`config.mk`:
```
export PLATFORM = sky130hd
export DESIGN_NAME = pipt_ctrl
export DESIGN_NICKNAME = d
export VERILOG_FILES = /design/src/hw/rtl/pipt_pkg.sv /design/src/hw/rtl/pipt_ctrl.sv
export SDC_FILE = /design/constraint.sdc
export NUM_CORES = 1
export LEC_CHECK = 0
export BUFFER_PORTS_ARGS = -buffer_cell sky130_fd_sc_hd__buf_2
export CAP_MARGIN = 20
export CORE_MARGIN = 1.5
export CORE_UTILIZATION = 47
export DETAILED_ROUTE_END_ITERATION = 8
export HOLD_SLACK_MARGIN = 0.08
export PLACE_DENSITY = 0.87
export SLEW_MARGIN = 20
export SYNTH_ARGS = -nofsm -noshare
export SYNTH_HDL_FRONTEND = slang
export SYNTH_SLANG_ARGS = --single-unit
```
`constraint.sdc`:
```
create_clock -name clk_i -period 2.6 [get_ports clk_i]
set_input_delay 0.52 -clock clk_i [delete_from_list [all_inputs] [get_ports clk_i]]
set_output_delay 0.52 -clock clk_i [all_outputs]
set_load 0.01 [all_outputs]
```
`src/hw/rtl/pipt_pkg.sv`:
```
// Package for the point-in-polygon core: transfer structs, store sizing,
// turn codes and the command/status structs between controller and datapath.
// No dependencies.
`timescale 1ns / 1ps
`default_nettype none

package pipt_pkg;

  localparam int MAX_VERTICES = 64;
  localparam int MIN_POLY     = 3;
  localparam int ADDR_W       = $clog2(MAX_VERTICES);
  localparam int CNT_W        = $clog2(MAX_VERTICES + 1);

  localparam logic [1:0] OP_START  = 2'd0;
  localparam logic [1:0] OP_APPEND = 2'd1;
  localparam logic [1:0] OP_TEST   = 2'd2;

  localparam logic [1:0] TURN_COL = 2'd0;
  localparam logic [1:0] TURN_CW  = 2'd1;
  localparam logic [1:0] TURN_CCW = 2'd2;

  typedef struct packed {
    logic [1:0]         opcode;
    logic signed [15:0] coord_x;
    logic signed [15:0] coord_y;
  } in_t;

  typedef struct packed {
    logic inside_res;
    logic too_few_vertices;
  } out_t;

  typedef struct packed {
    logic              wr_en;
    logic [ADDR_W-1:0] wr_addr;
    logic              rd_en;
    logic [ADDR_W-1:0] rd_addr;
    logic              rd_first;
    logic              pt_load;
  } dp_cmd_t;

  typedef struct packed {
    logic in_poly;
  } dp_sts_t;

endpackage

`default_nettype wire

```
`src/hw/rtl/pipt_ctrl.sv`:
```
// Controller: accepts transfers, keeps the vertex count, walks the edges
// and registers the result strobe. Depends on pipt_pkg.
`timescale 1ns / 1ps
`default_nettype none

module pipt_ctrl import pipt_pkg::*; (
  input  wire logic    clk_i,
  input  wire logic    rst_ni,
  input  wire logic    start,
  output logic         busy,
  input  wire in_t     in_i,
  output out_t         res_o,
  output logic         valid_o,
  output dp_cmd_t      cmd_o,
  input  wire dp_sts_t sts_i
);

  localparam logic [1:0] S_IDLE  = 2'd0;
  localparam logic [1:0] S_RUN   = 2'd1;
  localparam logic [1:0] S_DRAIN = 2'd2;
  localparam logic [1:0] S_FIN   = 2'd3;

  logic [1:0]       state_q, state_d;
  logic [CNT_W-1:0] cnt_q, cnt_d;
  logic [CNT_W-1:0] idx_q, idx_d;
  logic             drn_q, drn_d;
  logic             valid_d;
  out_t             res_q, res_d;
  logic             acc;
  logic             last;

  assign acc  = start && (state_q == S_IDLE);
  assign last = (idx_q == cnt_q);
  assign busy = (state_q != S_IDLE);

  always_comb begin
    state_d  = state_q;
    cnt_d    = cnt_q;
    idx_d    = idx_q;
    drn_d    = drn_q;
    valid_d  = 1'b0;
    res_d    = res_q;
    cmd_o    = '0;
    cmd_o.rd_addr = last ? '0 : idx_q[ADDR_W-1:0];
    cmd_o.rd_first = (idx_q == '0);
    cmd_o.wr_addr = (in_i.opcode == OP_START) ? '0 : cnt_q[ADDR_W-1:0];
    case (state_q)
      S_IDLE: begin
        if (acc) begin
          case (in_i.opcode)
            OP_START: begin
              cmd_o.wr_en = 1'b1;
              cnt_d       = CNT_W'(1);
            end
            OP_APPEND: begin
              if (cnt_q < CNT_W'(MAX_VERTICES)) begin
                cmd_o.wr_en = 1'b1;
                cnt_d       = cnt_q + 1'b1;
              end
            end
            OP_TEST: begin
              if (cnt_q < CNT_W'(MIN_POLY)) begin
                valid_d = 1'b1;
                res_d   = '{inside_res: 1'b0, too_few_vertices: 1'b1};
              end else begin
                cmd_o.pt_load = 1'b1;
                idx_d         = '0;
                state_d       = S_RUN;
              end
            end
            default: begin
            end
          endcase
        end
      end
      S_RUN: begin
        cmd_o.rd_en = 1'b1;
        idx_d       = idx_q + 1'b1;
        if (last) begin
          drn_d   = 1'b0;
          state_d = S_DRAIN;
        end
      end
      S_DRAIN: begin
        drn_d = 1'b1;
        if (drn_q) begin
          state_d = S_FIN;
        end
      end
      S_FIN: begin
        valid_d = 1'b1;
        res_d   = '{inside_res: sts_i.in_poly, too_few_vertices: 1'b0};
        state_d = S_IDLE;
      end
      default: begin
        state_d = S_IDLE;
      end
    endcase
  end

  always_ff @(posedge clk_i or negedge rst_ni) begin
    if (!rst_ni) begin
      state_q <= S_IDLE;
      cnt_q   <= '0;
      idx_q   <= '0;
      drn_q   <= 1'b0;
      valid_o <= 1'b0;
    end else begin
      state_q <= state_d;
      cnt_q   <= cnt_d;
      idx_q   <= idx_d;
      drn_q   <= drn_d;
      valid_o <= valid_d;
    end
  end

  always_ff @(posedge clk_i) begin
    res_q <= res_d;
  end

  assign res_o = res_q;

endmodule

`default_nettype wire
```
==> results.md <==
- The flow ran to the end, and the final reports show no timing, DRC or antenna violations.
- The detailed router's first-iteration violation count is 30.
- In this run the biggest area consumer among cell types represents 33.9% of the synthesized area.
- The synthesized area divided by synthesized cell count is 9.77 um2.
- The most used flip-flop cell after synthesis is sky130_fd_sc_hd__dfrtp_1.
- The final count of hold timing violations is 0.
- The first global-routing pass estimated 4690 um of wire.
- The initial antenna violation count is 0.
- The busiest metal layer after global routing is met2.
- The number of nets in the synthesized netlist is 182.
- After detailed routing, the average wire length per cell comes to 14.6 um.
- For this design, the sink count on the clock tree is 20.
- The share of synthesized flip-flops with an asynchronous set or reset is 90.0%.
- Dividing total power by cell area gives a power density of 327 nW/um2.
- The met2 layer usage reported by global route is 32.8%.
- The critical path is of the reg -> out type.
- Synthesis instantiated 38 different standard cells from the library.
- The number of setup buffers added after CTS is 0.
- The worst reg2reg path endpoint is state_q[1].
- The area growth from synthesis to layout is 10.1%.
- In the global route stage, met3 resource usage came out at 2.09%.
- The max-slew violation total from the final report is 0.
- The placed standard-cell area is 1440 um2.
- Between clock sinks in the finished design, the worst skew comes to 2.83 ps.
- The CTS tree is built.
- The number of cells on the worst reg-to-reg path is 7.
- The worst min-delay path category is in -> async.
- The number of standard-cell rows in the floorplan is 19.
- The final layout contains 206 nets.
- The most instantiated library cell after synthesis is sky130_fd_sc_hd__dfrtp_1.
- The top-level port count is 58.
- Fill cells in the final layout number 254.
- The residual antenna-violating net count after detailed routing is 0.
- Once layout is done, the placed cells without fillers occupy 1460 um2.
- The count of buffers inserted at the top-level ports is 25.
- The highest ir drop seen on vdd is 0.262 mV.
- The relative slew slack is 59.8%.
- The congestion estimate from routability-driven global placement came to 0.763.
- The smallest clock period supported by the final layout is computed as 2470 ps.
- The overall track demand over capacity in global routing is 19.0%.
- In the finished design, the share of the clock period the worst path needs comes to 95.1%.
- Post-CTS repair changed the size of 0 cells.
- After routing, the total negative slack on setup checks comes to 0 ps.
- The first detailed-routing pass took 6 iterations.
- The worst register-to-register path begins at state_q[0].
- The initial utilization of the core area, before any placement, comes to 49.0%.
- The detailed-route wire length is 2770 um.
- The number of remaining DRC errors is 0.
- Yosys attributes the largest share of cell area to sky130_fd_sc_hd__dfrtp_1 34%, sky130_fd_sc_hd__ha_1 7.5%, sky130_fd_sc_hd__xor2_1 5.3%, sky130_fd_sc_hd__edfxtp_1 4.5%, sky130_fd_sc_hd__and2_2 3.4%.
- The reported leakage power is 0.718 nW.
- The number of hold buffers added after CTS was 0.
- Clock-pin slew was measured on the worst setup and hold paths at 110 ps.
- The count of inserted antenna diode cells is 0.
- The total grt overflow is 0.
- The worst endpoint data arrival time is 1950 ps.
- The synthesized design contains 2 enable-type register cells.
- Counting the buffers created by CTS gives 3.
- The critical path endpoint category is an output port.
- Clock tree synthesis selected as its root buffer the cell sky130_fd_sc_hd__clkbuf_4.
- The number of warning messages in the yosys log is 0.
- The data required time at the worst endpoint is 2080 ps.
- Setup repair after global routing left no endpoint under its margin.
- The cell type with the largest total area after synthesis is sky130_fd_sc_hd__dfrtp_1.
- The slack of the worst reg-to-reg path is 340 ps.
- The tool flagged a number of max-cap violations equal to 0.
- The area inside the core boundary is 2710 um2.
- CTS built an H-tree with a depth of 1.
- Sorting the synthesized cells by how often they occur yields 18 x sky130_fd_sc_hd__dfrtp_1, 11 x sky130_fd_sc_hd__nand2_1, 9 x sky130_fd_sc_hd__inv_1, 9 x sky130_fd_sc_hd__nor2_1.
- The worst-path maximum fanout is 9.
- The number of global-route vias before repair is 1034.
- The die is 56.2 um tall.
- The buffer depth of the longest clock path is 2.
- Entering global routing, the biggest net connects 19 pins.
- The number of setup violations in the final report is 0.
- The total die area is 3160 um2.
- The die width is 56.2 um.
- For the pin with the worst max-slew slack, the measured transition is 598 ps.
- The clock reaches the later pin of the worst-skew pair after 300 ps.
- The worst setup path is launched from a flip-flop.
- Once layout is complete, the cells apart from fillers number 190.
- In this run the cell area of the synthesized design comes to 1330 um2.
- The tightest hold path in the finished design has a slack of 136 ps.
- Derived from the worst setup path, the maximum achievable clock frequency is 405 MHz.
- Detailed placement ended at an HPWL of 2030 um.
- The register bit total from synthesis is 20.
- The post-synthesis instance total is 136.
- The average vias per placed instance is 5.58.
- Cells with a size suffix above 1 make up 27.0% of the layout.
- Counting tap cells, the placed design contains a total of 186 instances.
- Summing the sequential cell areas from Yosys gives 38.4% of the chip area.
- The met1 global-route usage is 23.6%.
- The total via count in the routed design is 1061.
==> worst max-delay path, cell delays in order, from the launching register on <==
cell                      delay, ps
sky130_fd_sc_hd__dfrtp_1        500
sky130_fd_sc_hd__xor2_1         210
sky130_fd_sc_hd__nor4_2         290
sky130_fd_sc_hd__nand4_2        250
sky130_fd_sc_hd__and2_2         270
sky130_fd_sc_hd__buf_2          130
==> through the flow <==
step | util (%) | setup slack, ps | total power, mW
6_report | 54.0 | 128 | 0.479
5_1_grt | 54.0 | 19.4 | 0.500
4_1_cts | 54.0 | 108 | 0.488
3_5_place_dp | 53.0 | 388 | 0.335
3_3_place_gp | 53.0 | 436 | 0.335
2_1_floorplan | - | 634 | 0.323
==> worst max-delay path by stage <==
stage          cells past startpoint       start          to  slack, ps
2_1_floorplan                      4    idx_q[0]    cmd_o[1]        630
3_3_place_gp                       7  state_q[0]  state_q[1]        440
3_5_place_dp                       7  state_q[0]  state_q[1]        390
4_1_cts                            5    idx_q[4]    cmd_o[6]        110
5_1_grt                            5    idx_q[4]    cmd_o[6]         20
6_report                           5    idx_q[4]    cmd_o[6]        130
==> layer usage <==
layer / vias up / share of wire, %
li1: 513 / -
met1: 520 / 43
met2: 26 / 52
met3: 2 / 3.7
met4: 0 / 0.98
met5: - / 0
==> sequential cells by signal, summed over array words and instances, names as in the netlist <==
register  cells
cnt_q         7
idx_q         7
res_o         2
state_q       2
drn_q         1
valid_o       1
==> layout by cell type, fill, tap and decap left out, types with 4 or more instances in the layout <==
cell type | netlist | layout
sky130_fd_sc_hd__buf_2 | 0 | 25
sky130_fd_sc_hd__dfrtp_1 | 18 | 18
sky130_fd_sc_hd__nand2_1 | 11 | 11
sky130_fd_sc_hd__inv_1 | 9 | 9
sky130_fd_sc_hd__nor2_1 | 9 | 9
sky130_fd_sc_hd__xor2_1 | 8 | 8
sky130_fd_sc_hd__ha_1 | 8 | 8
sky130_fd_sc_hd__o21ai_0 | 7 | 7
sky130_fd_sc_hd__and2_2 | 6 | 6
sky130_fd_sc_hd__a21oi_1 | 5 | 5
sky130_fd_sc_hd__nor2b_1 | 5 | 5
sky130_fd_sc_hd__nor3_1 | 4 | 4
sky130_fd_sc_hd__mux2i_1 | 4 | 4
==> power by group <==
part           internal (mW)  switching [mW]  total [mW]
Combinational        0.00387          0.0105      0.0143
Clock                 0.0559          0.0939       0.150
Sequential             0.315               0       0.315
==> kinds of logic (layout without fill, tap and decap cells) <==
group,count (synthesis),in the layout,synth area share (%)
and+or+nand+nor,52,52,22.4
AOI/OAI and AO/OA,23,23,12.1
DFF,20,20,38.4
buffers and inverters,16,39,7.34
xor gates and xnor gates,11,11,7.25
adders and majority gates,8,8,7.53
muxes,6,6,4.99
==> area by class of cell <==
| type | instances | area [um2] | area share, % |
|---|---|---|---|
| Clock inverter | 1 | 3.75 | 0.257 |
| Clock buffer | 3 | 22.5 | 1.54 |
| Timing Repair Buffer | 26 | 133 | 9.07 |
| Multi-Input combinational cell | 100 | 721 | 49.3 |
| Inverter | 9 | 33.8 | 2.31 |
| Tap cell | 31 | 38.8 | 2.65 |
| Sequential cell | 20 | 510 | 34.9 |
No activity file was read; power rests on OpenSTA's default activity.
