==> config.mk <==
export PLATFORM = sky130hd
export DESIGN_NAME = pipt_dp
export DESIGN_NICKNAME = d
export VERILOG_FILES = /design/src/hw/rtl/pipt_pkg.sv /design/src/hw/rtl/pipt_dp.sv
export SDC_FILE = /design/constraint.sdc
export NUM_CORES = 2
export LEC_CHECK = 0
export BUFFER_PORTS_ARGS = -buffer_cell sky130_fd_sc_hd__buf_2
export CORE_ASPECT_RATIO = 0.8
export CORE_MARGIN = 10
export CORE_UTILIZATION = 58
export DETAILED_ROUTE_END_ITERATION = 10
export GPL_ROUTABILITY_DRIVEN = 0
export PLACE_DENSITY_LB_ADDON = 0.08
export SYNTH_ARGS = -nofsm -noshare
export SYNTH_HDL_FRONTEND = slang
export SYNTH_SLANG_ARGS = --single-unit
==> constraint.sdc <==
create_clock -name clk_i -period 8.4 [get_ports clk_i]
set_clock_uncertainty 0.2 [all_clocks]
set_input_delay 0.84 -clock clk_i [delete_from_list [all_inputs] [get_ports clk_i]]
set_output_delay 0.84 -clock clk_i [all_outputs]
set_load 0.03 [all_outputs]
==> src/hw/rtl/pipt_pkg.sv <==
// Package for the point-in-polygon core: transfer structs, store sizing,
// turn codes and the command/status structs between controller and datapath.
// No dependencies.
`timescale 1ns / 1ps
`default_nettype none

package pipt_pkg;

  localparam int MAX_VERTICES = 64;
  localparam int MIN_POLY     = 3;
  localparam int ADDR_W       = $clog2(MAX_VERTICES);
  localparam int CNT_W        = $clog2(MAX_VERTICES + 1);

  localparam logic [1:0] OP_START  = 2'd0;
  localparam logic [1:0] OP_APPEND = 2'd1;
  localparam logic [1:0] OP_TEST   = 2'd2;

  localparam logic [1:0] TURN_COL = 2'd0;
  localparam logic [1:0] TURN_CW  = 2'd1;
  localparam logic [1:0] TURN_CCW = 2'd2;

  typedef struct packed {
    logic [1:0]         opcode;
    logic signed [15:0] coord_x;
    logic signed [15:0] coord_y;
  } in_t;

  typedef struct packed {
    logic inside_res;
    logic too_few_vertices;
  } out_t;

  typedef struct packed {
    logic              wr_en;
    logic [ADDR_W-1:0] wr_addr;
    logic              rd_en;
    logic [ADDR_W-1:0] rd_addr;
    logic              rd_first;
    logic              pt_load;
  } dp_cmd_t;

  typedef struct packed {
    logic in_poly;
  } dp_sts_t;

endpackage

`default_nettype wire

==> src/hw/rtl/pipt_dp.sv <==
// Datapath: vertex memory, edge pipeline (products, turn signs) and the
// crossing parity / on-edge accumulators. Depends on pipt_pkg.
`timescale 1ns / 1ps
`default_nettype none

module pipt_dp import pipt_pkg::*; (
  input  wire logic    clk_i,
  input  wire logic    rst_ni,
  input  wire in_t     in_i,
  input  wire dp_cmd_t cmd_i,
  output dp_sts_t      sts_o
);

  logic [31:0] mem_q [MAX_VERTICES];
  logic [31:0] rd_q;
  logic        v1_q, first1_q, v2_q;
  logic signed [15:0] px_q, py_q, ax_q, ay_q;
  logic signed [15:0] bx, by;
  logic signed [16:0] dy_ab, dx_ab, dpx, dpy;
  logic signed [17:0] drx;
  logic signed [33:0] m1, m3, m1_q, m3_q;
  logic signed [34:0] m2, m2_q;
  logic signed [35:0] v1, v2;
  logic [1:0] o1, o2, o3, o4, o3_q, o4_q;
  logic box, t3, t4, box_q, t3_q, t4_q;
  logic meet;
  logic hit_q, hitval_q, par_q;

  always_ff @(posedge clk_i) begin
    if (cmd_i.wr_en) begin
      mem_q[cmd_i.wr_addr] <= {in_i.coord_x, in_i.coord_y};
    end
    if (cmd_i.rd_en) begin
      rd_q <= mem_q[cmd_i.rd_addr];
    end
  end

  assign bx    = $signed(rd_q[31:16]);
  assign by    = $signed(rd_q[15:0]);
  assign dy_ab = {by[15], by} - {ay_q[15], ay_q};
  assign dx_ab = {bx[15], bx} - {ax_q[15], ax_q};
  assign dpx   = {px_q[15], px_q} - {bx[15], bx};
  assign dpy   = {py_q[15], py_q} - {by[15], by};
  assign drx   = 18'sd65536 - {{2{bx[15]}}, bx};
  assign m1    = dy_ab * dpx;
  assign m2    = dy_ab * drx;
  assign m3    = dx_ab * dpy;

  always_comb begin
    box = ((px_q <= ax_q) || (px_q <= bx)) && ((px_q >= ax_q) || (px_q >= bx)) &&
          ((py_q <= ay_q) || (py_q <= by)) && ((py_q >= ay_q) || (py_q >= by));
    t3  = (ay_q == py_q) && (ax_q >= px_q);
    t4  = (by == py_q) && (bx >= px_q);
    if (ay_q == py_q) begin
      o3 = TURN_COL;
    end else if (ay_q < py_q) begin
      o3 = TURN_CW;
    end else begin
      o3 = TURN_CCW;
    end
    if (by == py_q) begin
      o4 = TURN_COL;
    end else if (by < py_q) begin
      o4 = TURN_CW;
    end else begin
      o4 = TURN_CCW;
    end
  end

  always_ff @(posedge clk_i) begin
    if (cmd_i.pt_load) begin
      px_q <= in_i.coord_x;
      py_q <= in_i.coord_y;
    end
    if (v1_q) begin
      ax_q <= bx;
      ay_q <= by;
    end
    m1_q  <= m1;
    m2_q  <= m2;
    m3_q  <= m3;
    o3_q  <= o3;
    o4_q  <= o4;
    box_q <= box;
    t3_q  <= t3;
    t4_q  <= t4;
  end

  assign v1 = {{2{m1_q[33]}}, m1_q} - {{2{m3_q[33]}}, m3_q};
  assign v2 = {m2_q[34], m2_q} - {{2{m3_q[33]}}, m3_q};

  always_comb begin
    if (v1 == '0) begin
      o1 = TURN_COL;
    end else if (!v1[35]) begin
      o1 = TURN_CW;
    end else begin
      o1 = TURN_CCW;
    end
    if (v2 == '0) begin
      o2 = TURN_COL;
    end else if (!v2[35]) begin
      o2 = TURN_CW;
    end else begin
      o2 = TURN_CCW;
    end
    meet = ((o1 != o2) && (o3_q != o4_q)) || ((o1 == TURN_COL) && box_q) || t3_q || t4_q;
  end

  always_ff @(posedge clk_i or negedge rst_ni) begin
    if (!rst_ni) begin
      v1_q     <= 1'b0;
      first1_q <= 1'b0;
      v2_q     <= 1'b0;
      hit_q    <= 1'b0;
      hitval_q <= 1'b0;
      par_q    <= 1'b0;
    end else begin
      v1_q     <= cmd_i.rd_en;
      first1_q <= cmd_i.rd_first;
      v2_q     <= v1_q && !first1_q;
      if (cmd_i.pt_load) begin
        hit_q    <= 1'b0;
        hitval_q <= 1'b0;
        par_q    <= 1'b0;
      end else if (v2_q && !hit_q && meet) begin
        if (o1 == TURN_COL) begin
          hit_q    <= 1'b1;
          hitval_q <= box_q;
        end else begin
          par_q <= !par_q;
        end
      end
    end
  end

  assign sts_o.in_poly = hit_q ? hitval_q : par_q;

endmodule

`default_nettype wire

==> impl_metrics.xml <==
<?xml version="1.0" encoding="UTF-8"?>
<metrics>
  <group name="run_status">
    <metric name="status" unit="">finished with violations</metric>
    <metric name="violations_in_the_final_reports" unit="">setup timing</metric>
  </group>
  <group name="placed_design">
    <metric name="dp_slack" unit="ns">-0.711</metric>
    <metric name="port_buffers" unit="">50</metric>
    <metric name="dp_hpwl" unit="um">224000</metric>
  </group>
  <group name="sta">
    <metric name="finalCritPeriodShare" unit="%">103</metric>
    <metric name="setup_slack" unit="ns">-0.229</metric>
    <metric name="timing.final.max_slew_violations" unit="">0</metric>
    <metric name="finalCriticalPeriod" unit="ns">8.63</metric>
    <metric name="max_freq" unit="MHz">116</metric>
    <metric name="hold_viol" unit="">0</metric>
    <metric name="slew_headroom" unit="%">6.39</metric>
    <metric name="setup_viol" unit="">11</metric>
    <metric name="fin_hold_ws" unit="ns">0.203</metric>
    <metric name="rsz_0062_raised_after_global_routing" unit="">yes</metric>
    <metric name="worst_pin_slew" unit="ns">1.39</metric>
  </group>
  <group name="clock_tree">
    <metric name="worst_skew_pair.late_latency" unit="ns">0.88</metric>
    <metric name="clockRootBuffer" unit="">sky130_fd_sc_hd__clkbuf_16</metric>
    <metric name="cts_tree" unit="">built</metric>
    <metric name="cts_max_path_buffers" unit="">3</metric>
    <metric name="cts.reportedPaths.clkPinSlew" unit="ns">0.06</metric>
    <metric name="clock-sinks" unit="">2260</metric>
    <metric name="cts-buffers-inserted" unit="">209</metric>
    <metric name="maximum_level_of_the_cts_h_tree" unit="">4</metric>
  </group>
  <group name="floorplanning">
    <metric name="die_width" unit="um">533</metric>
    <metric name="fp.dieH" unit="um">431</metric>
    <metric name="core.rowCount" unit="">150</metric>
    <metric name="initial_utilization" unit="%">58.4</metric>
    <metric name="top_level_ports" unit="">53</metric>
    <metric name="die-area" unit="um^2">230000</metric>
    <metric name="core_area" unit="um^2">209000</metric>
  </group>
  <group name="routing">
    <metric name="num_vias" unit="">72400</metric>
    <metric name="detail-route-antenna-nets" unit="">0</metric>
    <metric name="drcViolationCount" unit="">0</metric>
    <metric name="routed_wirelength" unit="um">338000</metric>
    <metric name="wl_per_cell" unit="um">28.9</metric>
    <metric name="firstDrtPassIters" unit="">8</metric>
    <metric name="detailedRoute.firstIterationViolations" unit="">9657</metric>
    <metric name="vias_per_cell" unit="">6.20</metric>
  </group>
  <group name="yosys">
    <metric name="netlist.area_leader.share" unit="%">52.7</metric>
    <metric name="synth_nets" unit="">9344</metric>
    <metric name="yosys_most_used_dff" unit="">sky130_fd_sc_hd__edfxtp_1</metric>
    <metric name="number_of_enable_flip_flop_cells_after_synthesis" unit="">2144</metric>
    <metric name="synth_area_per_cell" unit="um^2">15.3</metric>
    <metric name="yosys.cell_types.count" unit="">90</metric>
    <metric name="seq_area_frac_synth" unit="%">54.6</metric>
    <metric name="synth-seq-cells" unit="">2260</metric>
    <metric name="yosys-top-cells-area" unit="">sky130_fd_sc_hd__edfxtp_1 (53%), sky130_fd_sc_hd__fa_1 (13%), sky130_fd_sc_hd__mux4_2 (12%)</metric>
    <metric name="ys_async_sr_fraction" unit="%">0.265</metric>
    <metric name="syn-instance-count" unit="">8008</metric>
    <metric name="yosys-top-cells-count" unit="">sky130_fd_sc_hd__edfxtp_1 (2144), sky130_fd_sc_hd__inv_1 (1084), sky130_fd_sc_hd__fa_1 (822)</metric>
    <metric name="netlist_area" unit="um^2">122000</metric>
    <metric name="ys.warnings.count" unit="">0</metric>
    <metric name="yosys.cell_count.top_type" unit="">sky130_fd_sc_hd__edfxtp_1</metric>
    <metric name="largest_area_contributor_in_the_synthesized_netlist" unit="">sky130_fd_sc_hd__edfxtp_1</metric>
  </group>
  <group name="worst_setup_path">
    <metric name="worstReg2RegEnd" unit="">m1_q[33]</metric>
    <metric name="critical_path.top_delay_family" unit="">adder cells</metric>
    <metric name="regToRegSetupSlack" unit="ns">-0.23</metric>
    <metric name="crit_path_start_kind" unit="">flop</metric>
    <metric name="path_depth" unit="">37</metric>
    <metric name="timing.critical_path.fanout_max" unit="">3</metric>
    <metric name="cp_data_arrival_time" unit="ns">9.21</metric>
    <metric name="setup.worst_path.class" unit="">flop to flop</metric>
    <metric name="r2r_start" unit="">rd_q[18]</metric>
    <metric name="critPathLaunch" unit="">rd_q[18]</metric>
    <metric name="crit_path_frequent_cell" unit="">sky130_fd_sc_hd__fa_1</metric>
    <metric name="reg2regPathDepth" unit="">37</metric>
    <metric name="worstPathRequired" unit="ns">8.98</metric>
    <metric name="timing.critical_path.to_type" unit="">flop</metric>
    <metric name="crit_path_top_delay_cell" unit="">sky130_fd_sc_hd__or4_4</metric>
    <metric name="worstSetupEndpoint" unit="">m1_q[33]</metric>
    <metric name="path_buf_inv" unit="">6</metric>
    <metric name="critical-path-max-stage-delay" unit="ns">0.53</metric>
  </group>
  <group name="grt">
    <metric name="grt_max_degree" unit="">137</metric>
    <metric name="number_of_antenna_violations_at_the_first_check_in_global_routing" unit="">38</metric>
    <metric name="total_routing_usage_gr" unit="%">29.6</metric>
    <metric name="grt_pass1_vias" unit="">73900</metric>
    <metric name="grt_pass1_wl" unit="um">498000</metric>
    <metric name="gr_overflow_total" unit="">0</metric>
  </group>
  <group name="worst_hold_path">
    <metric name="min_path_cells" unit="">1</metric>
    <metric name="hold_start" unit="">first1_q</metric>
    <metric name="timing.hold.worst.class" unit="">flop to flop</metric>
  </group>
  <group name="cells_and_area">
    <metric name="area_growth" unit="%">14.6</metric>
    <metric name="design.final.nets" unit="">10000</metric>
    <metric name="drive_gt1_share" unit="%">24.3</metric>
  </group>
  <group name="flow_run">
    <metric name="drv_cap" unit="">0</metric>
  </group>
</metrics>
## worst min-delay path by stage
stage,to
3_3_place_gp,v2_q
6_report,v2_q
4_1_cts,v1_q
3_5_place_dp,v2_q
5_1_grt,v2_q
2_1_floorplan,v2_q
## per-layer routing
layer  track usage (%)  vias up  share of wire, %  wire length, um
li1                  -    30200                 -                -
met1              44.4    37700                41           138000
met2              42.4     4034                43           146000
met3              10.1      526                14            46600
met4              6.25       17               2.3             7670
met5             0.564        -             0.078              262
## cell families (layout without fill, tap and decap cells)
group | count (synthesis) | after routing | share of synthesized area [%]
DFF | 2260 | 2260 | 54.6
and+or+nand+nor | 1557 | 1557 | 5.60
buffers and inverters | 1381 | 2237 | 4.25
adders and majority gates | 1284 | 1284 | 18.2
muxes | 681 | 681 | 12.4
AOI/OAI and AO/OA | 623 | 623 | 3.38
xor gates and xnor gates | 222 | 222 | 1.59
other | 0 | 6 | 0
## state kept, by name, summed over array words and instances, names as in the netlist
register and cells:
o3_q 2, v1_q 1, o4_q 2, t3_q 1, m3_q 34, m2_q 35
ax_q 16, hit_q 1, hitval_q 1, box_q 1, v2_q 1, rd_q 32
py_q 16, mem_q 2048, t4_q 1, first1_q 1, m1_q 34, ay_q 16
par_q 1, px_q 16
## area by class of cell
class	instances	area, um^2
Antenna cell	6	15.0
Clock buffer	254	5440
Clock inverter	125	1430
Fill cell	14300	69200
Inverter	1084	4070
Multi-Input combinational cell	4367	52600
Sequential cell	2260	66700
Tap cell	2812	3520
Timing Repair Buffer	774	6320
## cells in the final DEF (no fill, tap or decap), types with 33 or more instances in the layout
master                      count
sky130_fd_sc_hd__a21o_1        65
sky130_fd_sc_hd__a21oi_1      126
sky130_fd_sc_hd__a21oi_2       44
sky130_fd_sc_hd__and2_1        33
sky130_fd_sc_hd__buf_2         45
sky130_fd_sc_hd__buf_4        641
sky130_fd_sc_hd__buf_6         48
sky130_fd_sc_hd__clkbuf_1      41
sky130_fd_sc_hd__clkbuf_16    210
sky130_fd_sc_hd__clkinv_1      42
sky130_fd_sc_hd__dfxtp_1      110
sky130_fd_sc_hd__edfxtp_1    2144
sky130_fd_sc_hd__fa_1         800
sky130_fd_sc_hd__ha_1         431
sky130_fd_sc_hd__inv_1       1063
sky130_fd_sc_hd__mux4_2       668
sky130_fd_sc_hd__nand2_1      557
sky130_fd_sc_hd__nand2b_1      51
sky130_fd_sc_hd__nand3_1       49
sky130_fd_sc_hd__nand4_1       45
sky130_fd_sc_hd__nor2_1       479
sky130_fd_sc_hd__nor2_4        67
sky130_fd_sc_hd__nor2b_1       62
sky130_fd_sc_hd__nor3_1        40
sky130_fd_sc_hd__o21a_1        38
sky130_fd_sc_hd__o21ai_0       86
sky130_fd_sc_hd__xnor2_1      136
sky130_fd_sc_hd__xor2_1        55
## through the flow
stage                     cell area [um^2]  utilization [%]  cells  setup TNS (ns)
final                               140000             67.0  11700           -1.15
after global placement              131000             62.4  11200          -10.57
after floorplan                     123000                -   8008         -0.0332
after global routing                140000             66.9  11700           -8.36
after CTS                           139000             66.3  11600           -1.07
after detailed placement            131000             62.4  11200          -14.83
## timing repair
item	CTS	global route
pin swaps	110	188
endpoints found under the hold margin	7	0
hold buffers	2	0
endpoints found under the setup margin	45	45
setup buffers	78	51
resized for setup	168	218
Power is not shown: default switching activity piles up to over one toggle a cycle in this logic, so the estimate is an artifact.
